`src/cpr_pkg.sv`:
```
// Shared types and constants for the CAN packet reassembler.
// No dependencies; imported by every module of the block except cpr_queue.
`default_nettype none

package cpr_pkg;

    // control byte fields
    localparam logic [7:0] CTL_START = 8'h80;
    localparam logic [7:0] CTL_END   = 8'h40;
    localparam logic [7:0] CTL_SEQ   = 8'h0F;

    localparam logic [15:0] DEFAULT_TIMEOUT = 16'd500;
    localparam logic [3:0]  DLC_MAX         = 4'd8;
    localparam int          PAY_BYTES       = 7;

    // configuration register indexes
    localparam logic CFG_HOST_ID = 1'b0;
    localparam logic CFG_TIMEOUT = 1'b1;

    typedef enum logic [2:0] {
        EV_NONE     = 3'd0,
        EV_STORED   = 3'd1,
        EV_COMPLETE = 3'd2,
        EV_DROP     = 3'd3,
        EV_TIMEOUT  = 3'd4
    } t_event;

    // what the front end made of one beat
    typedef enum logic [2:0] {
        K_IGNORE,
        K_TICK,
        K_START_SHORT,
        K_START_BADLEN,
        K_START,
        K_CONT
    } t_kind;

    typedef struct packed {
        t_kind                          kind;
        logic [3:0]                     seq;
        logic                           end_flag;
        logic [15:0]                    len;
        logic [2:0]                     cnt;
        logic [PAY_BYTES-1:0][7:0]      pay;
    } t_cmd;

    typedef struct packed {
        t_event                         ev;
        logic [10:0]                    offset;
        logic [2:0]                     cnt;
        logic [PAY_BYTES-1:0][7:0]      pay;
        logic [11:0]                    pkt_len;
        logic [31:0]                    drops;
    } t_result;

    typedef struct packed {
        logic        load;
        logic        busy;
        logic [31:0] drop_cnt;
    } t_back_status;

endpackage

`default_nettype wire

```
`src/cpr_front.sv`:
```
// Front end: decodes one input beat into a command for the back end.
// Stateless apart from the host_id register it is given. Uses cpr_pkg.
`default_nettype none

module cpr_front #(
    parameter int MAX_PACKET_BYTES = 2048
) (
    input  wire logic                i_mode,
    input  wire logic [28:0]         i_frame_id,
    input  wire logic                i_extended,
    input  wire logic [3:0]          i_dlc,
    input  wire logic [7:0][7:0]     i_data,
    input  wire logic [28:0]         i_host_id,
    output cpr_pkg::t_cmd            o_cmd
);
    import cpr_pkg::*;

    logic [3:0]             w_dlc;
    logic [3:0]             w_d3;
    logic [15:0]            w_len;
    logic                   w_for_us;
    logic                   w_start;
    logic [2:0]             w_cnt;
    logic [PAY_BYTES-1:0][7:0] w_src;

    always_comb begin
        w_dlc    = (i_dlc > DLC_MAX) ? DLC_MAX : i_dlc;
        w_for_us = (i_frame_id == i_host_id) && !i_extended && (w_dlc != 4'd0);
        w_start  = (i_data[0] & CTL_START) != 8'h00;
        w_len    = {i_data[2], i_data[1]};
        w_d3     = w_dlc - 4'd3;

        o_cmd          = '0;
        o_cmd.seq      = i_data[0][3:0] & CTL_SEQ[3:0];
        o_cmd.end_flag = (i_data[0] & CTL_END) != 8'h00;
        o_cmd.len      = w_len;

        if (w_start) begin
            // start frame: payload begins after the length bytes
            w_cnt = ({12'd0, w_d3} > w_len) ? w_len[2:0] : w_d3[2:0];
            for (int k = 0; k < PAY_BYTES; k++) begin
                w_src[k] = (k + 3 < 8) ? i_data[(k + 3) % 8] : 8'h00;
            end
        end else begin
            w_cnt = 3'(w_dlc - 4'd1);
            for (int k = 0; k < PAY_BYTES; k++) begin
                w_src[k] = i_data[k + 1];
            end
        end
        o_cmd.cnt = w_cnt;
        for (int k = 0; k < PAY_BYTES; k++) begin
            o_cmd.pay[k] = (3'(k) < w_cnt) ? w_src[k] : 8'h00;
        end

        if (i_mode) begin
            o_cmd.kind = K_TICK;
        end else if (!w_for_us) begin
            o_cmd.kind = K_IGNORE;
        end else if (w_start) begin
            if (w_dlc < 4'd3) begin
                o_cmd.kind = K_START_SHORT;
            end else if (w_len == 16'd0 || {1'b0, w_len} > 17'(MAX_PACKET_BYTES)) begin
                o_cmd.kind = K_START_BADLEN;
            end else begin
                o_cmd.kind = K_START;
            end
        end else begin
            o_cmd.kind = K_CONT;
        end
    end

endmodule

`default_nettype wire

```
`src/cpr_queue.sv`:
```
// Small register FIFO between the front and back ends.
// Generic width and depth; no package dependency.
`default_nettype none

module cpr_queue #(
    parameter int WIDTH = 8,
    parameter int DEPTH = 2
) (
    input  wire logic             i_clk,
    input  wire logic             i_rst_n,
    input  wire logic             i_push,
    input  wire logic [WIDTH-1:0] i_data,
    output logic                  o_full,
    output logic                  o_valid,
    output logic [WIDTH-1:0]      o_data,
    input  wire logic             i_pop
);
    localparam int PTR_W = (DEPTH > 1) ? $clog2(DEPTH) : 1;
    localparam int CNT_W = $clog2(DEPTH + 1);

    logic [WIDTH-1:0] r_mem [DEPTH];
    logic [PTR_W-1:0] r_wr, n_wr;
    logic [PTR_W-1:0] r_rd, n_rd;
    logic [CNT_W-1:0] r_cnt, n_cnt;
    logic             w_push, w_pop;

    assign o_full  = (r_cnt == CNT_W'(DEPTH));
    assign o_valid = (r_cnt != '0);
    assign o_data  = r_mem[r_rd];
    assign w_push  = i_push && !o_full;
    assign w_pop   = i_pop && o_valid;

    always_comb begin
        n_wr  = r_wr;
        n_rd  = r_rd;
        n_cnt = r_cnt;
        if (w_push) begin
            n_wr = (r_wr == PTR_W'(DEPTH - 1)) ? '0 : r_wr + PTR_W'(1);
        end
        if (w_pop) begin
            n_rd = (r_rd == PTR_W'(DEPTH - 1)) ? '0 : r_rd + PTR_W'(1);
        end
        if (w_push && !w_pop) begin
            n_cnt = r_cnt + CNT_W'(1);
        end else if (w_pop && !w_push) begin
            n_cnt = r_cnt - CNT_W'(1);
        end
    end

    always_ff @(posedge i_clk) begin
        if (!i_rst_n) begin
            r_wr  <= '0;
            r_rd  <= '0;
            r_cnt <= '0;
        end else begin
            r_wr  <= n_wr;
            r_rd  <= n_rd;
            r_cnt <= n_cnt;
        end
    end

    always_ff @(posedge i_clk) begin
        if (w_push) begin
            r_mem[r_wr] <= i_data;
        end
    end

endmodule

`default_nettype wire

```
`src/cpr_back.sv`:
```
// Back end: applies commands to the reassembly state and registers results.
// Holds length, count, sequence, idle ticks and drop counter. Uses cpr_pkg.
`default_nettype none

module cpr_back #(
    parameter int MAX_PACKET_BYTES = 2048
) (
    input  wire logic              i_clk,
    input  wire logic              i_rst_n,
    input  wire logic [15:0]       i_timeout,
    input  wire logic              i_valid,
    input  cpr_pkg::t_cmd          i_cmd,
    output logic                   o_pop,
    output logic                   o_valid,
    input  wire logic              i_ready,
    output cpr_pkg::t_result       o_res,
    output cpr_pkg::t_back_status  o_status
);
    import cpr_pkg::*;

    localparam int LEN_W = $clog2(MAX_PACKET_BYTES + 1);

    logic [LEN_W-1:0] r_exp, n_exp;
    logic [LEN_W-1:0] r_rcv, n_rcv;
    logic [3:0]       r_seq, n_seq;
    logic [15:0]      r_idle, n_idle;
    logic [31:0]      r_drops, n_drops;
    logic             r_out_valid;
    t_result          r_res, n_res;

    logic             w_load;
    logic             w_drop;
    logic [LEN_W:0]   w_sum;
    logic [15:0]      w_idle_inc;
    logic [31:0]      w_rcv32, w_exp32;

    assign w_load   = i_valid && (!r_out_valid || i_ready);
    assign o_pop    = w_load;
    assign o_valid  = r_out_valid;
    assign o_res    = r_res;
    assign o_status = '{load: w_load, busy: (r_exp != '0), drop_cnt: r_drops};

    always_comb begin
        n_exp   = r_exp;
        n_rcv   = r_rcv;
        n_seq   = r_seq;
        n_idle  = r_idle;
        n_res   = '0;
        w_drop  = 1'b0;
        w_sum   = {1'b0, r_rcv} + (LEN_W + 1)'(i_cmd.cnt);
        w_idle_inc = (r_idle == 16'hFFFF) ? r_idle : r_idle + 16'd1;
        w_rcv32 = 32'(r_rcv);
        w_exp32 = 32'(r_exp);
        n_res.ev = EV_NONE;

        case (i_cmd.kind)
            K_TICK: begin
                if (r_exp != '0) begin
                    n_idle = w_idle_inc;
                    if (w_idle_inc > i_timeout) begin
                        n_exp    = '0;
                        w_drop   = 1'b1;
                        n_res.ev = EV_TIMEOUT;
                    end
                end
            end
            K_START_SHORT: begin
                // packet in progress survives
                w_drop   = 1'b1;
                n_res.ev = EV_DROP;
            end
            K_START_BADLEN: begin
                n_exp    = '0;
                w_drop   = 1'b1;
                n_res.ev = EV_DROP;
            end
            K_START: begin
                n_exp     = LEN_W'(i_cmd.len);
                n_rcv     = LEN_W'(i_cmd.cnt);
                n_seq     = i_cmd.seq + 4'd1;
                n_idle    = '0;
                n_res.ev  = EV_STORED;
                n_res.cnt = i_cmd.cnt;
                n_res.pay = i_cmd.pay;
                if (i_cmd.end_flag && (16'(i_cmd.cnt) == i_cmd.len)) begin
                    n_res.ev      = EV_COMPLETE;
                    n_res.pkt_len = i_cmd.len[11:0];
                    n_exp         = '0;
                end
            end
            K_CONT: begin
                if (r_exp == '0 || i_cmd.seq != r_seq) begin
                    n_exp    = '0;
                    w_drop   = 1'b1;
                    n_res.ev = EV_DROP;
                end else if (w_sum > {1'b0, r_exp}) begin
                    // would overrun the announced length
                    n_exp    = '0;
                    w_drop   = 1'b1;
                    n_res.ev = EV_DROP;
                end else begin
                    n_rcv        = w_sum[LEN_W-1:0];
                    n_seq        = i_cmd.seq + 4'd1;
                    n_idle       = '0;
                    n_res.ev     = EV_STORED;
                    n_res.offset = w_rcv32[10:0];
                    n_res.cnt    = i_cmd.cnt;
                    n_res.pay    = i_cmd.pay;
                    if (i_cmd.end_flag && (w_sum == {1'b0, r_exp})) begin
                        n_res.ev      = EV_COMPLETE;
                        n_res.pkt_len = w_exp32[11:0];
                        n_exp         = '0;
                    end
                end
            end
            default: begin
                n_res.ev = EV_NONE;
            end
        endcase

        n_drops     = w_drop ? r_drops + 32'd1 : r_drops;
        n_res.drops = n_drops;
    end

    always_ff @(posedge i_clk) begin
        if (!i_rst_n) begin
            r_exp       <= '0;
            r_rcv       <= '0;
            r_seq       <= '0;
            r_idle      <= '0;
            r_drops     <= '0;
            r_out_valid <= 1'b0;
        end else begin
            if (w_load) begin
                r_exp   <= n_exp;
                r_rcv   <= n_rcv;
                r_seq   <= n_seq;
                r_idle  <= n_idle;
                r_drops <= n_drops;
            end
            if (w_load) begin
                r_out_valid <= 1'b1;
            end else if (i_ready) begin
                r_out_valid <= 1'b0;
            end
        end
    end

    always_ff @(posedge i_clk) begin
        if (w_load) begin
            r_res <= n_res;
        end
    end

endmodule

`default_nettype wire

```
`src/can_packet_reassembler_unit.sv`:
```
// Channel   Dir  Handshake             Payload
// s         in   i_s_tvalid/o_s_tready  i_s_tdata (frame), i_s_tuser (mode)
// m         out  o_m_tvalid/i_m_tready  o_m_tdata (result), o_m_tuser (event)
// cfg       in   i_cfg_we               i_cfg_idx, i_cfg_data
//
// One beat per cycle sustained while the queue has room. A beat is decoded and queued in the cycle it
// arrives; the queue registers it, the back end applies it once its result register is free, and
// its result shows on m the cycle after that.
// The queue (QUEUE_DEPTH entries) absorbs stalls on m; s stalls when it fills.
// Synchronous active-low reset empties the queue, clears the packet state and resets the config registers.
// Top level of the reassembler; uses cpr_pkg, cpr_front, cpr_queue, cpr_back.
`default_nettype none

module can_packet_reassembler_unit #(
    parameter int MAX_PACKET_BYTES = 2048,
    parameter int QUEUE_DEPTH      = 2
) (
    input  wire logic         i_clk,
    input  wire logic         i_rst_n,
    input  wire logic         i_s_tvalid,
    output logic              o_s_tready,
    // frame_id[28:0], extended[29], dlc[33:30], data_0..data_7 [41:34]..[97:90]
    input  wire logic [103:0] i_s_tdata,
    // mode[0]
    input  wire logic         i_s_tuser,
    output logic              o_m_tvalid,
    input  wire logic         i_m_tready,
    // write_offset[10:0], byte_count[13:11], payload_0..payload_6 [21:14]..[69:62],
    // packet_length[81:70], drop_total[113:82]
    output logic [119:0]      o_m_tdata,
    // event_res[2:0]
    output logic [2:0]        o_m_tuser,
    input  wire logic         i_cfg_we,
    input  wire logic         i_cfg_idx,
    input  wire logic [28:0]  i_cfg_data
);
    import cpr_pkg::*;

    localparam int CMD_W = $bits(t_cmd);

    logic [28:0]    r_host_id;
    logic [15:0]    r_timeout;
    t_cmd           w_cmd_in;
    t_cmd           w_cmd_out;
    logic [CMD_W-1:0] w_q_data;
    logic           w_q_full;
    logic           w_q_valid;
    logic           w_pop;
    t_result        w_res;
    t_back_status   w_st;

    always_ff @(posedge i_clk) begin
        if (!i_rst_n) begin
            r_host_id <= '0;
            r_timeout <= DEFAULT_TIMEOUT;
        end else if (i_cfg_we) begin
            case (i_cfg_idx)
                CFG_HOST_ID: r_host_id <= i_cfg_data;
                CFG_TIMEOUT: r_timeout <= i_cfg_data[15:0];
                default:     r_host_id <= r_host_id;
            endcase
        end
    end

    cpr_front #(
        .MAX_PACKET_BYTES(MAX_PACKET_BYTES)
    ) u_front (
        .i_mode     (i_s_tuser),
        .i_frame_id (i_s_tdata[28:0]),
        .i_extended (i_s_tdata[29]),
        .i_dlc      (i_s_tdata[33:30]),
        .i_data     (i_s_tdata[97:34]),
        .i_host_id  (r_host_id),
        .o_cmd      (w_cmd_in)
    );

    assign o_s_tready = !w_q_full;

    cpr_queue #(
        .WIDTH(CMD_W),
        .DEPTH(QUEUE_DEPTH)
    ) u_queue (
        .i_clk   (i_clk),
        .i_rst_n (i_rst_n),
        .i_push  (i_s_tvalid),
        .i_data  (w_cmd_in),
        .o_full  (w_q_full),
        .o_valid (w_q_valid),
        .o_data  (w_q_data),
        .i_pop   (w_pop)
    );

    assign w_cmd_out = t_cmd'(w_q_data);

    cpr_back #(
        .MAX_PACKET_BYTES(MAX_PACKET_BYTES)
    ) u_back (
        .i_clk     (i_clk),
        .i_rst_n   (i_rst_n),
        .i_timeout (r_timeout),
        .i_valid   (w_q_valid),
        .i_cmd     (w_cmd_out),
        .o_pop     (w_pop),
        .o_valid   (o_m_tvalid),
        .i_ready   (i_m_tready),
        .o_res     (w_res),
        .o_status  (w_st)
    );

    assign o_m_tuser = w_res.ev;
    assign o_m_tdata = {6'd0, w_res.drops, w_res.pkt_len, w_res.pay, w_res.cnt, w_res.offset};

`ifndef SYNTHESIS
    // a loaded result is on the output next cycle
    a_load_shows: assert property (@(posedge i_clk) disable iff (!i_rst_n)
        w_st.load |=> o_m_tvalid)
        else $error("result not presented after load");

    // drop counter steps by one exactly on drop and timeout results
    a_drop_step: assert property (@(posedge i_clk) disable iff (!i_rst_n)
        w_st.load |=> (((w_res.ev == EV_DROP) || (w_res.ev == EV_TIMEOUT))
            ? (w_res.drops == $past(w_st.drop_cnt) + 32'd1)
            : (w_res.drops == $past(w_st.drop_cnt))))
        else $error("drop counter out of step with events");

    // completion and timeout leave no packet in progress
    a_idle_after_end: assert property (@(posedge i_clk) disable iff (!i_rst_n)
        w_st.load |=> (!((w_res.ev == EV_COMPLETE) || (w_res.ev == EV_TIMEOUT))
            || !w_st.busy))
        else $error("packet still in progress after completion or timeout");
`endif

endmodule

`default_nettype wire
```
`config.mk`:
```
export PLATFORM = sky130hd
export DESIGN_NAME = can_packet_reassembler_unit
export DESIGN_NICKNAME = d
export VERILOG_FILES = /design/src/cpr_pkg.sv /design/src/cpr_front.sv /design/src/cpr_queue.sv /design/src/cpr_back.sv /design/src/can_packet_reassembler_unit.sv
export SDC_FILE = /design/constraint.sdc
export NUM_CORES = 1
export LEC_CHECK = 0
export BUFFER_PORTS_ARGS = -buffer_cell sky130_fd_sc_hd__buf_2
export CELL_PAD_IN_SITES_DETAIL_PLACEMENT = 2
export CELL_PAD_IN_SITES_GLOBAL_PLACEMENT = 2
export CORE_MARGIN = 2
export CORE_UTILIZATION = 42
export CTS_BUF_LIST = sky130_fd_sc_hd__clkbuf_4
export CTS_CLUSTER_SIZE = 16
export DETAILED_ROUTE_END_ITERATION = 16
export PLACE_DENSITY = 0.93
export SYNTH_ARGS = -nofsm -noshare
export SYNTH_HDL_FRONTEND = slang
export SYNTH_SLANG_ARGS = --single-unit
```
`constraint.sdc`:
```
create_clock -name i_clk -period 12.1 [get_ports i_clk]
set_input_delay 2.42 -clock i_clk [delete_from_list [all_inputs] [get_ports i_clk]]
set_output_delay 2.42 -clock i_clk [all_outputs]
set_load 0.01 [all_outputs]
```
==> flow_summary.toml <==
[critical_path]
critPathKind = "reg -> reg"
crit_arrival_ns = 8.72
r2r_end = "u_back.o_res[82]"
reg2reg_depth = 18
critPathBufInv = 3
regToRegSetupSlack_ns = 4.12
slowest_delay_ns = 1.13
start_kind = "flip-flop"
critical_path_peak_fanout = 64
path_depth = 18
worst_path_max_delay_cell = "nor4_2"
path_delay_family = "simple AND/OR/NAND/NOR gates"
cp_cell_sequence = "buf_4 > mux2i_1 > inv_1 > ha_1 > a21o_1 > a21oi_1 > nor3_1 > nand3_1 > xnor2_1 > ha_1 > and2_1 > a221o_1 > mux2_2 > o41a_1 > nor4_2 > nor2_4 > buf_4 > nor2_1"
endpoint_kind = "flip-flop"
worstPathRequired_ns = 12.84

[detailed_routing]
antenna_left = 0
wl_per_cell_um = 30.8
drtPass1Iterations = 5
drtIter0Drc = 1361
viasPerCell = 6.01
via_count = 16100
drcViolationCount = 0
wirelength_um = 82500

[hold_path]
min_path_cells = 2
hold_path.class = "reg -> reg"
holdPathEnd = "r_host_id[19]"
hold_path_startpoint = "r_host_id[19]"

[timing]
skew_ns = 0.112
setup_viol = 0
tns_ns = 0
timing.final.crit_share = 0.659
drv_slew = 0
finalCriticalPeriod_ns = 7.98
rsz0062_at_grt = "false"
worst_pin_slew_ns = 1.44
slew_headroom = 0.0375
fmax_ghz = 0.125
hold_violations = 0

[floorplan]
fp.dieW_um = 217
core_area_mm2 = 0.0451
io_pins = 265
start_util = 0.422
rows = 78
design.die.area_mm2 = 0.0470
fp.dieH_um = 217

[placed_design]
placed_area_mm2 = 0.0208
routabilityCongestion = 0.856
io_buffers = 250
dpl.hpwl_um = 48700

[final_layout]
layout-drive-gt1-share = 0.225
area_growth_pct = 16.7
final_common_cell = "edfxtp_1"
final_cell_mix = "283 x edfxtp_1, 250 x buf_2, 202 x nand2_1"
stdcell_area_mm2 = 0.0222
nNetsFinal = 2162

[pwr]
power_density_mw_per_mm2 = 206
p_leak_nw = 8.58
ir_drop_uv = 126

[yosys]
synth_edf_count = 283
ys_types = 64
synth_ff_type = "edfxtp_1"
synth_top_area_frac = 0.446
ys_seq_elements = 410
synthArstFlopShare = 0
synth_top_family_by_area = "simple AND/OR/NAND/NOR gates"
synthXorXnorAreaFrac = 0.0442
avgSynthCellArea_um2 = 11.2
synth_area_mm2 = 0.0190
synthAdderAreaFrac = 0.0280
synth_top_cell_by_area = "edfxtp_1"
seq_area_frac_synth = 0.580
synth_cells = 1695
ys_top_cells_by_area = "edfxtp_1 45%, dfxtp_1 13%, mux2i_1 8.1%"
synth_simple_gate_area_share = 0.146
synth-compound-area-share = 0.0841
yosys_warnings = 0
synthMuxAreaShare = 0.0870

[clock_network]
h-tree-depth = 3
cts_hold_buf = 0
cts-root-buf = "clkbuf_4"
cts-resized-gates = 0
cts_sinks = 410
cts_tree = "yes"
postCtsSetupBuffers = 0
clk_path_buf_depth = 3
clkTransAtPathRegs_ns = 0.08
worstSkewPairLatency_ns = 0.96
numCtsBuffers = 110

[global_route]
grt_overflow = 0
grt.total_usage = 0.346
grt_max_degree = 102
grt_pass1_wl_um = 120000
antenna_found_initial = 15
grt_pass1_vias = 18100

[job]
maxCapViolations = 0

[outcome]
status = "finished clean"
[worst reg2reg max path, delay by kind of cell, from the launching register on]
family | cells | cell delay (ns)
flip-flops | 1 | 0.60
adder cells (fa/ha/maj) | 2 | 0.64
AO/OA/AOI/OAI | 4 | 1.01
AND/OR/NAND/NOR | 6 | 2.79
multiplexers | 2 | 0.93
XOR/XNOR | 1 | 0.30
buffers and inverters | 3 | 1.55
[flip-flops by register name, summed over array words and instances, names as in the netlist, named ones only]
name	flops
u_back.r_seq	4
u_queue.r_cnt	2
r_host_id	29
u_back.o_valid	1
u_queue.r_mem	166
r_timeout	16
u_queue.r_rd	1
u_back.r_drops	32
u_queue.r_wr	1
u_back.r_rcv	12
u_back.r_exp	12
u_back.o_res	117
u_back.r_idle	16
[logic make-up (layout without fill, tap and decap cells)]
group | Yosys count | in the layout
AND/OR/NAND/NOR | 578 | 578
flip-flops | 410 | 410
AO/OA/AOI/OAI | 260 | 260
multiplexers | 164 | 164
buffers and inverters | 144 | 510
XOR/XNOR | 96 | 96
adder cells (fa/ha/maj) | 42 | 42
other | 1 | 23
[worst max-delay path by stage]
stage / from / endpoint / slack [ns]
floorplan: i_m_tready / u_back.r_drops[19] / 5.05
detailed placement: flip-flop / u_back.o_res[82] / 4.51
global route: flip-flop / u_back.o_res[58] / 3.80
global placement: flip-flop / u_back.o_res[80] / 5.18
finish: flip-flop / u_back.o_res[82] / 4.12
CTS: flip-flop / u_back.o_res[58] / 4.14
[per-stage QoR]
step | hold WS (ns) | total power, mW | cells | utilization | setup WS, ns
CTS | 0.475 | 4.57 | 2666 | 0.492 | 4.14
global placement | 0.449 | 3.07 | 2468 | 0.462 | 5.18
detailed placement | 0.463 | 3.21 | 2468 | 0.462 | 4.51
global route | 0.495 | 4.72 | 2682 | 0.493 | 3.80
floorplan | 0.436 | 2.67 | 1700 | - | 5.05
finish | 0.473 | 4.58 | 2683 | 0.493 | 4.12
[cells in the mapped netlist, types with 38 or more instances]
library cell and n:
ha_1 41, mux2i_1 154, o21ai_0 40, nand2b_1 44, nand2_1 202, edfxtp_1 283, nand3_1 41, inv_1 46
nand4_1 38, clkbuf_1 70, a21oi_1 122, dfxtp_1 127, nor2_1 112, xor2_1 60
[cell type report]
| type | instances | area (um^2) |
|---|---|---|
| clock buffer | 157 | 1180 |
| multi-input combinational | 1146 | 7470 |
| sequential | 410 | 11000 |
| tap | 600 | 751 |
| timing repair buffer | 264 | 1360 |
| inverter | 48 | 185 |
| clock inverter | 41 | 193 |
| fill | 4574 | 22900 |
| antenna | 17 | 42.5 |
[metal layers]
metal	track usage	part of all wire	vias to the layer above	routed length, um
li1	-	-	6786	-
met1	0.367	0.36	8102	29600
met2	0.617	0.51	867	42100
met3	0.0756	0.058	376	4780
met4	0.231	0.074	2	6070
met5	0	0.00013	-	11
[where the power goes]
group	internal [mW]	total, mW	leakage [nW]	switching (mW)
registers	1.88	2.06	3.76	0.174
logic	0.347	1.22	4.01	0.875
clock network	0.603	1.30	0.821	0.696
total	2.83	4.58	8.58	1.75
Power figures use the tool's default switching activity.
